[src/hw/rtl/bpe_pkg.sv]
// ----------------------------------------------------------------------------
// bpe_pkg
// Shared constants, codes and handshake structs of the bicubic patch evaluator.
// ----------------------------------------------------------------------------
package bpe_pkg;

    localparam int GRID_POINTS_X_DEF  = 64;
    localparam int GRID_POINTS_Y_DEF  = 64;
    localparam int NUM_PROPERTIES_DEF = 5;

    // data path widths: Q32.16 values, cell differences, Q.32 normalized points
    localparam int DW  = 48;
    localparam int GDW = 49;
    localparam int QW  = 64;

    localparam int S_TDATA_W = 168;
    localparam int M_TDATA_W = 56;

    localparam logic [DW-1:0] DATA_MAX = 48'h7FFF_FFFF_FFFF;
    localparam logic [DW-1:0] DATA_MIN = 48'h8000_0000_0000;
    localparam logic [DW-1:0] ONE_Q16  = 48'h0000_0001_0000;

    localparam logic [2:0] OP_VALUE    = 3'd0;
    localparam logic [2:0] OP_DDX      = 3'd1;
    localparam logic [2:0] OP_DDY      = 3'd2;
    localparam logic [2:0] OP_WR_XGRID = 3'd3;
    localparam logic [2:0] OP_WR_YGRID = 3'd4;
    localparam logic [2:0] OP_WR_COEF  = 3'd5;
    localparam logic [2:0] OP_WR_VALID = 3'd6;

    localparam logic [2:0] ST_OK        = 3'd0;
    localparam logic [2:0] ST_INVALID   = 3'd1;
    localparam logic [2:0] ST_RANGE     = 3'd2;
    localparam logic [2:0] ST_ZERO_W    = 3'd3;
    localparam logic [2:0] ST_SATURATED = 3'd4;

    localparam logic [2:0] AXIS_NONE = 3'd5;

    typedef struct packed {
        logic start;
        logic frac32;   // 32 fraction bits, else 16
    } t_div_req;

    typedef struct packed {
        logic done;
        logic sat;
    } t_div_rsp;

endpackage

[src/hw/rtl/bpe_div.sv]
// ----------------------------------------------------------------------------
// bpe_div
// Restoring divider, one quotient bit per cycle: floor(num * 2^fb / den),
// clamped to a given maximum with a saturation flag.
// ----------------------------------------------------------------------------
module bpe_div import bpe_pkg::*; (
    input  logic           i_clk,
    input  logic           i_rst_n,
    input  t_div_req       i_req,
    input  logic [GDW-1:0] i_num,
    input  logic [GDW-1:0] i_den,
    input  logic [QW-1:0]  i_max,
    output t_div_rsp       o_rsp,
    output logic [QW-1:0]  o_quot
);

    localparam int CW = $clog2(GDW + 32 + 1);

    typedef enum logic [1:0] {S_IDLE, S_RUN, S_FIN} t_state;

    t_state         r_state;
    logic [CW-1:0]  r_cnt;
    logic [GDW-1:0] r_num;
    logic [GDW-1:0] r_den;
    logic [GDW-1:0] r_rem;
    logic [QW-1:0]  r_q;
    logic [QW-1:0]  r_max;
    logic [QW-1:0]  r_quot;
    logic           r_ovf;
    logic           r_done;
    logic           r_sat;

    logic [GDW:0] rem_sh;
    logic [GDW:0] rem_sub;
    logic         ge;
    logic         over;

    assign rem_sh  = {r_rem, r_num[GDW-1]};
    assign rem_sub = rem_sh - {1'b0, r_den};
    assign ge      = rem_sh >= {1'b0, r_den};
    assign over    = r_ovf || (r_q > r_max);

    always_ff @(posedge i_clk) begin
        if (!i_rst_n) begin
            r_state <= S_IDLE;
            r_done  <= 1'b0;
        end else begin
            r_done <= 1'b0;
            case (r_state)
                S_IDLE: begin
                    if (i_req.start) begin
                        r_num   <= i_num;
                        r_den   <= i_den;
                        r_max   <= i_max;
                        r_rem   <= '0;
                        r_q     <= '0;
                        r_ovf   <= 1'b0;
                        r_cnt   <= i_req.frac32 ? CW'(GDW + 32) : CW'(GDW + 16);
                        r_state <= S_RUN;
                    end
                end
                S_RUN: begin
                    r_rem <= ge ? rem_sub[GDW-1:0] : rem_sh[GDW-1:0];
                    r_q   <= {r_q[QW-2:0], ge};
                    // a bit shifted out of the top means the quotient is too big
                    r_ovf <= r_ovf | r_q[QW-1];
                    r_num <= {r_num[GDW-2:0], 1'b0};
                    r_cnt <= r_cnt - CW'(1);
                    if (r_cnt == CW'(1)) begin
                        r_state <= S_FIN;
                    end
                end
                S_FIN: begin
                    r_quot  <= over ? r_max : r_q;
                    r_sat   <= over;
                    r_done  <= 1'b1;
                    r_state <= S_IDLE;
                end
                default: begin
                    r_state <= S_IDLE;
                end
            endcase
        end
    end

    assign o_rsp  = '{done: r_done, sat: r_sat};
    assign o_quot = r_quot;

endmodule

[config.mk]
export PLATFORM = sky130hd
export DESIGN_NAME = bpe_div
export DESIGN_NICKNAME = d
export VERILOG_FILES = /design/src/hw/rtl/bpe_pkg.sv /design/src/hw/rtl/bpe_div.sv
export SDC_FILE = /design/constraint.sdc
export NUM_CORES = 1
export LEC_CHECK = 0
export ABC_AREA = 1
export BUFFER_PORTS_ARGS = -buffer_cell sky130_fd_sc_hd__buf_2
export CAP_MARGIN = 20
export CORE_MARGIN = 3
export CORE_UTILIZATION = 40
export CTS_CLUSTER_SIZE = 25
export DETAILED_ROUTE_END_ITERATION = 6
export MAX_ROUTING_LAYER = met4
export PLACE_DENSITY = 0.64
export SLEW_MARGIN = 30
export SYNTH_ARGS = -nofsm -noshare
export SYNTH_HDL_FRONTEND = slang
export SYNTH_SLANG_ARGS = --single-unit
[constraint.sdc]
create_clock -name i_clk -period 12.4 [get_ports i_clk]
set_input_delay 1.86 -clock i_clk [delete_from_list [all_inputs] [get_ports i_clk]]
set_output_delay 1.86 -clock i_clk [all_outputs]
set_load 0.05 [all_outputs]
## Word-level counts from Yosys, hierarchy flattened

Cells that the tools add are included.

- Add/sub/neg operators: 2
- Order comparisons: 2
- Equal/unequal tests: 5
- Mux-type cells: 17
- Bitwise logic cells: 1
- Reductions and logical operators: 7

Operators with widths:

| kind | number |
|---|---|
| one-hot mux 49 bit (2 select lines) | 2 |
| 2-to-1 mux 49 bit | 3 |
| 2-to-1 mux 64 bit | 2 |
| one-hot mux 64 bit (2 select lines) | 1 |
| > comparator 64 bit | 1 |
| >= comparator 50 x 49 -> 1 bit | 1 |
| subtractor 49 bit | 1 |
| one-hot mux 7 bit (2 select lines) | 1 |
| equality test 7 x 1 -> 1 bit (second input constant) | 1 |
| 2-to-1 mux 7 bit | 1 |
| subtractor 7 x 1 -> 7 bit (second input constant) | 1 |
| AND reduction 3 bit | 2 |
| 2-to-1 mux 5 bit | 1 |
| 2-to-1 mux 2 bit | 2 |
| != test 2 bit (second input constant) | 2 |
| one-hot mux 2 bit (2 select lines) | 1 |
| AND reduction 2 bit | 2 |
| equality test 2 x 1 -> 1 bit (second input constant) | 1 |
| equality test 2 bit (second input constant) | 1 |
| logical NOT 2 bit | 1 |
| 2-to-1 mux 1 bit | 2 |
| one-hot mux 1 bit (2 select lines) | 1 |
| nonzero test 2 bit | 1 |
| logical OR 1 bit | 1 |
| bitwise OR 1 bit | 1 |

- Flip-flop bits (word level): 351
- Bits of input ports: 166
- Output and inout port bits: 66
- Word-level logic and storage cells: 45

## Longest topological paths before layout

- Depth after elaboration: 3
- Mapped depth: 21
- Depth with buffers taken out: 19

## Worst setup path before layout

No wires, ideal clock.

- Kind: input -> register
- Start point: in i_rst_n
- End point: reg r_cnt[0], enable pin
- Library setup time: 759 ps
- Arrival time: 10150 ps
- Required time: 11641 ps
- Slack: 1492 ps
- Cell stages on the path: 2
- Buffers on the path: 0
- Path through: inv_1 a21oi_1

- Cells in the longest elaborated chain, start to end: 1

Ends and longest elaborated chain:

| element | line | text |
|---|---|---|
| start: declaration | bpe_div.sv:8 | `input logic i_rst_n,` |
| AND reduction 3 bit (no source line) | n/a |  |
| end signal: assignment | bpe_div.sv:58 | `r_cnt <= i_req.frac32 ? CW'(GDW + 32) : CW'(GDW + 16);` |
| end signal: assignment | bpe_div.sv:68 | `r_cnt <= r_cnt - CW'(1);` |
| end: declaration | bpe_div.sv:22 | `logic [CW-1:0] r_cnt;` |

Every way passes these cells.
A chain may end at the register's enable or synchronous reset.

## Final worst setup path

- Start point: reg r_state[0]
- End point: reg r_q[5], enable pin

- Cells in the longest elaborated chain, start to end: 3
- Elaborated cells between the ends (all ways): 5
- Classes of those cells: eq/ne (2); reduce/logical (3)

Ends and longest elaborated chain:

| element | line | text |
|---|---|---|
| start: declaration | bpe_div.sv:21 | `t_state r_state;` |
| start signal: assignment | bpe_div.sv:45 | `r_state <= S_IDLE;` |
| start signal: assignment | bpe_div.sv:59 | `r_state <= S_RUN;` |
| start signal: assignment | bpe_div.sv:70 | `r_state <= S_FIN;` |
| equality test 2 x 1 -> 1 bit / logical NOT 2 bit (equally long branches) | bpe_div.sv:49 | `case (r_state)` |
| nonzero test 2 bit (no source line) / != test 2 bit (equally long branches) | n/a |  |
| AND reduction 3 bit (no source line) * | n/a |  |
| end signal: assignment | bpe_div.sv:64 | `r_q <= {r_q[QW-2:0], ge};` |
| end: declaration | bpe_div.sv:26 | `logic [QW-1:0] r_q;` |

Mark *: on every way between the ends. The rest lies on a longest branch, timed or not.

==> impl_table.tex <==
\begin{tabular}{lr}
\hline
Metric & Value \\
\hline
\multicolumn{2}{l}{\textbf{Outcome}} \\
\quad Outcome & complete, no violations \\
\multicolumn{2}{l}{\textbf{Floorplan}} \\
\quad DIE AREA & slightly above 50,000 sq um \\
\quad FP Rows & 80 \\
\quad Placeable core region & between 40,000 and 50,000 sq um \\
\quad Effective utilization at floorplan & 0.406 \\
\quad Die X & 226 microns \\
\quad Die outline height & approximately 230 microns \\
\quad Top-level I/O count & approximately 230 \\
\multicolumn{2}{l}{\textbf{Cells and area}} \\
\quad Number of inserted filler cells in the final layout & $\sim$4,600 \\
\quad Fraction of final layout cells with drive strength greater than 1 & 0.134 \\
\quad Commonest non-fill, non-tap cells in the layout & 747 x sky130\_fd\_sc\_hd\_\_nand2\_1, 369 x sky130\_fd\_sc\_hd\_\_inv\_1, 348 x sky130\_fd\_sc\_hd\_\_edfxtp\_1 \\
\quad Most frequent standard cell in the layout excluding fill and tap cells & sky130\_fd\_sc\_hd\_\_nand2\_1 \\
\quad Multi-input combinational cell area & about 7300 sq um \\
\quad Layout-stage area growth over the synthesis result & 16.4\% \\
\quad \# nets final & 2,766 \\
\quad Fin area & approximately 23,000 sq um \\
\quad Register Area & about 11,000 sq um \\
\quad Core Util, Final & 0.473 \\
\quad Count of non-filler cells in the finished layout & $\sim$3,100 \\
\multicolumn{2}{l}{\textbf{Placed design}} \\
\quad Total placed instance area & 21,200 sq um \\
\quad Number of placed instances with taps included & slightly above 3,000 \\
\quad Half-perimeter wire length after placement & 34.5 mm \\
\quad DP Worst Slack & between 8 and 9 ns \\
\quad Count of input and output buffers & between 200 and 250 \\
\quad Final weighted congestion in routability-driven placement & just over 1 \\
\multicolumn{2}{l}{\textbf{STA}} \\
\quad Period utilization & 0.302 \\
\quad Slew of the pin with the lowest slew margin & around 0.95 ns \\
\quad RSZ-0062 raised after global routing & false \\
\quad Slew Limit Headroom & 0.369 \\
\quad Final worst path period need & between 3 and 4 ns \\
\quad Hold WS & about 0.51 ns \\
\quad Peak Freq & 0.267 GHz \\
\quad Worst Setup Slack, final & 8.66 ns \\
\quad Setup TNS & 0 ns \\
\quad Number of hold violations in the final report & 0 \\
\quad Final setup viols & 0 \\
\quad Clock Skews & roughly 0.025 ns \\
\quad Final Max Slew Viols & 0 \\
\multicolumn{2}{l}{\textbf{Detailed routing}} \\
\quad DRC marker count from the first detailed-route iteration & around 1,000 \\
\quad Vias per Instance & slightly below 5 \\
\quad Via Count & between 15,000 and 20,000 \\
\quad Final wirelength & around 48 mm \\
\quad Remaining antenna violation count after routing & 0 \\
\quad Initial DRT Pass Iterations & 7 \\
\quad Detailed-route wire length per cell & 15.3 microns \\
\quad Post-route DRC & 0 \\
\multicolumn{2}{l}{\textbf{Global routing}} \\
\quad Total congestion overflow after global routing & 0 \\
\quad Antenna violations before repair & 1 \\
\quad Vias in the first global route & 14,630 \\
\quad Pin count of the biggest net entering global routing & 100 \\
\quad GR Util All Layers & 0.188 \\
\quad First-pass GRT wire length & around 75 mm \\
\multicolumn{2}{l}{\textbf{Critical path}} \\
\quad Path type of the worst setup path & flip-flop to flip-flop \\
\quad Worst path slowest cell & sky130\_fd\_sc\_hd\_\_buf\_4 \\
\quad Reg2reg start & r\_state[0] \\
\quad Capture point of the critical path & r\_q[5] \\
\quad Start point of the critical path & r\_state[0] \\
\quad Crit Reg-Reg Endpoint & r\_q[5] \\
\quad Worst Reg2Reg Path Length in Cells & 6 \\
\quad CP startpoint kind & flip-flop \\
\quad CP Data Required Time & approximately 13 ns \\
\quad Number of logic stages on the critical path including buffering & 6 \\
\quad Critical path's top delay family & buffers and inverters \\
\quad Worst-path cell chain & inv\_1 -> nor2\_4 -> clkinv\_2 -> a21oi\_4 -> buf\_4 -> buf\_4 \\
\quad Cell repeated most along the worst path & sky130\_fd\_sc\_hd\_\_buf\_4 \\
\quad Worst R2R Setup Slack & around 8.7 ns \\
\quad Bufs and invs on worst path & 4 \\
\quad Type of element capturing the critical path & flip-flop \\
\quad Arrival time of data at the critical path endpoint & 3.92 ns \\
\quad Largest stage delay, worst path & between 0.7 and 0.8 ns \\
\quad Max FO, Critical Path & 67 \\
\multicolumn{2}{l}{\textbf{Pwr}} \\
\quad Sequential Power Share & 0.450 \\
\quad Relative contribution of the clock network to total power & 0.402 \\
\quad Logic gate share of total power & 0.148 \\
\quad Sw Ratio & 0.268 \\
\quad PnR Total Power & around 3.1 mW \\
\quad Max VDD drop & around 0.11 mV \\
\quad Power density normalized to cell area & 139 nW/um\^{}2 \\
\quad Net Sw Power & 0.843 mW \\
\quad Total leakage power & around 11 nW \\
\quad Power Internal & 2.31 mW \\
\multicolumn{2}{l}{\textbf{Synthesis}} \\
\quad Proportion of synthesized chip area in sequential cells & 0.541 \\
\quad Combined area of all synthesized cells & around 19,000 sq um \\
\quad Flops \& latches, synth & $\sim$350 \\
\quad Synthesized area per cell & between 8 and 9 sq um \\
\quad Synthesized netlist net count & between 2,000 and 3,000 \\
\quad Number of distinct library cells after synthesis & 38 \\
\quad Post-Synthesis Cells & 2,255 \\
\quad Synthesis warning total & 0 \\
\multicolumn{2}{l}{\textbf{Clock network}} \\
\quad Post-cts gate resize count & 0 \\
\quad Buffers from clock root to sink, at most & 3 \\
\quad TritonCTS clock tree & built \\
\quad Number of setup buffers added after CTS & 0 \\
\quad Number of clock buffers inserted by TritonCTS & between 40 and 50 \\
\quad Root Buffer Master & sky130\_fd\_sc\_hd\_\_clkbuf\_16 \\
\quad Cts hold-fix bufs & 0 \\
\quad Clock H-tree levels & 2 \\
\quad Clock-pin slew of the registers on the worst-case setup and hold paths & 0.06 ns \\
\quad Count of clock tree sinks & between 300 and 400 \\
\quad Source-to-sink clock delay at the later pin of the worst-skew pair & 0.58 ns \\
\multicolumn{2}{l}{\textbf{Run}} \\
\quad Max\_cap viols & 0 \\
\multicolumn{2}{l}{\textbf{Min path}} \\
\quad Worst hold path class & flip-flop to flip-flop \\
\quad Worst hold path depth & 1 \\
\hline
\end{tabular}
==> worst min path at each step <==
stage / start / endpoint / slack, ns
5_1_grt: r_state[0] / r_done / 0.53
2_1_floorplan: r_state[1] / r_state[1] / 0.42
6_report: r_state[0] / r_done / 0.51
4_1_cts: r_state[0] / r_done / 0.51
3_3_place_gp: r_state[0] / r_done / 0.49
3_5_place_dp: r_state[1] / r_state[1] / 0.50
==> per-layer routing <==
metal / part of all wire / GRT usage / wire length, microns / vias to the layer above
li1: - / - / - / 7656
met1: 0.44 / 0.242 / 21300 / 6935
met2: 0.46 / 0.304 / 22200 / 427
met3: 0.061 / 0.0351 / 2930 / 92
met4: 0.032 / 0.0593 / 1520 / 0
met5: 0 / - / 0 / -
==> final cells by class <==
cell class / instances / area share
antenna: 1 / 0.000111
clock buffer: 49 / 0.0485
clock inverter: 27 / 0.0139
inverter: 376 / 0.0624
multi-input combinational: 1471 / 0.321
sequential: 351 / 0.464
tap: 615 / 0.0340
timing repair buffer: 243 / 0.0563
==> power by group through the flow <==
stage / sequential, mW / clock [mW] / combinational (mW)
CTS: 1.42 / 1.30 / 0.467
detailed placement: 1.44 / 0 / 0.464
finish: 1.42 / 1.27 / 0.465
floorplan: 1.45 / 0 / 0.335
global placement: 1.44 / 0 / 0.454
global route: 1.42 / 1.35 / 0.535
==> flip-flops by register name (all words and copies together) (netlist names) <==
signal and count:
o_quot 64, r_max 64, r_q 64, r_den 49, r_num 49, r_rem 49
r_cnt 7, r_state 2, r_done 1, r_ovf 1, r_sat 1
==> logic make-up (layout without fill, tap and decap cells) <==
logic type | count (synthesis) | after routing | synth area share
flip-flops | 351 | 351 | 0.541
other | 0 | 1 | 0
AND/OR/NAND/NOR | 1186 | 1186 | 0.245
adder cells (fa/ha/maj) | 116 | 116 | 0.0750
XOR/XNOR | 27 | 27 | 0.0122
buffers and inverters | 433 | 695 | 0.0881
AO/OA/AOI/OAI | 142 | 142 | 0.0387
==> Yosys cell counts <==
library cell | count | area, sq um
sky130_fd_sc_hd__a21o_1 | 2 | 15.0
sky130_fd_sc_hd__buf_8 | 2 | 30.0
sky130_fd_sc_hd__buf_1 | 3 | 11.3
sky130_fd_sc_hd__o21ai_0 | 40 | 200
sky130_fd_sc_hd__clkbuf_1 | 29 | 109
sky130_fd_sc_hd__xnor2_1 | 22 | 193
sky130_fd_sc_hd__ha_1 | 115 | 1440
sky130_fd_sc_hd__dfxtp_1 | 3 | 60.1
sky130_fd_sc_hd__buf_4 | 2 | 15.0
sky130_fd_sc_hd__a21boi_0 | 1 | 7.51
sky130_fd_sc_hd__o21a_1 | 3 | 22.5
sky130_fd_sc_hd__nand2_1 | 749 | 2810
sky130_fd_sc_hd__a21oi_1 | 87 | 435
sky130_fd_sc_hd__xor2_1 | 5 | 43.8
sky130_fd_sc_hd__or2_2 | 3 | 18.8
sky130_fd_sc_hd__and2_1 | 2 | 12.5
sky130_fd_sc_hd__nor4_2 | 1 | 12.5
sky130_fd_sc_hd__fa_1 | 1 | 20.0
sky130_fd_sc_hd__o21bai_2 | 1 | 11.3
sky130_fd_sc_hd__nand2_2 | 1 | 6.26
sky130_fd_sc_hd__o211ai_1 | 1 | 7.51
sky130_fd_sc_hd__o21bai_1 | 6 | 45.0
sky130_fd_sc_hd__nand3_2 | 3 | 30.0
sky130_fd_sc_hd__nand3_1 | 116 | 581
sky130_fd_sc_hd__inv_2 | 4 | 15.0
sky130_fd_sc_hd__inv_1 | 371 | 1390
sky130_fd_sc_hd__buf_6 | 5 | 56.3
sky130_fd_sc_hd__a21oi_2 | 1 | 8.76
sky130_fd_sc_hd__buf_2 | 16 | 80.1
sky130_fd_sc_hd__nor3_2 | 1 | 10.0
sky130_fd_sc_hd__edfxtp_1 | 348 | 10500
sky130_fd_sc_hd__nor3_1 | 13 | 65.1
sky130_fd_sc_hd__nor2_2 | 6 | 37.5
sky130_fd_sc_hd__nor2_1 | 257 | 965
sky130_fd_sc_hd__nor4_1 | 2 | 12.5
sky130_fd_sc_hd__nand4_1 | 25 | 156
sky130_fd_sc_hd__nand3b_1 | 7 | 52.6
sky130_fd_sc_hd__clkinv_1 | 1 | 3.75
==> worst reg2reg max path, delay by kind of cell, from the launching register on <==
family / cells / cell delay (ns)
flip-flops: 1 / 0.38
AO/OA/AOI/OAI: 1 / 0.28
AND/OR/NAND/NOR: 1 / 0.54
buffers and inverters: 4 / 2.08
(Power assumes the default switching activity.)
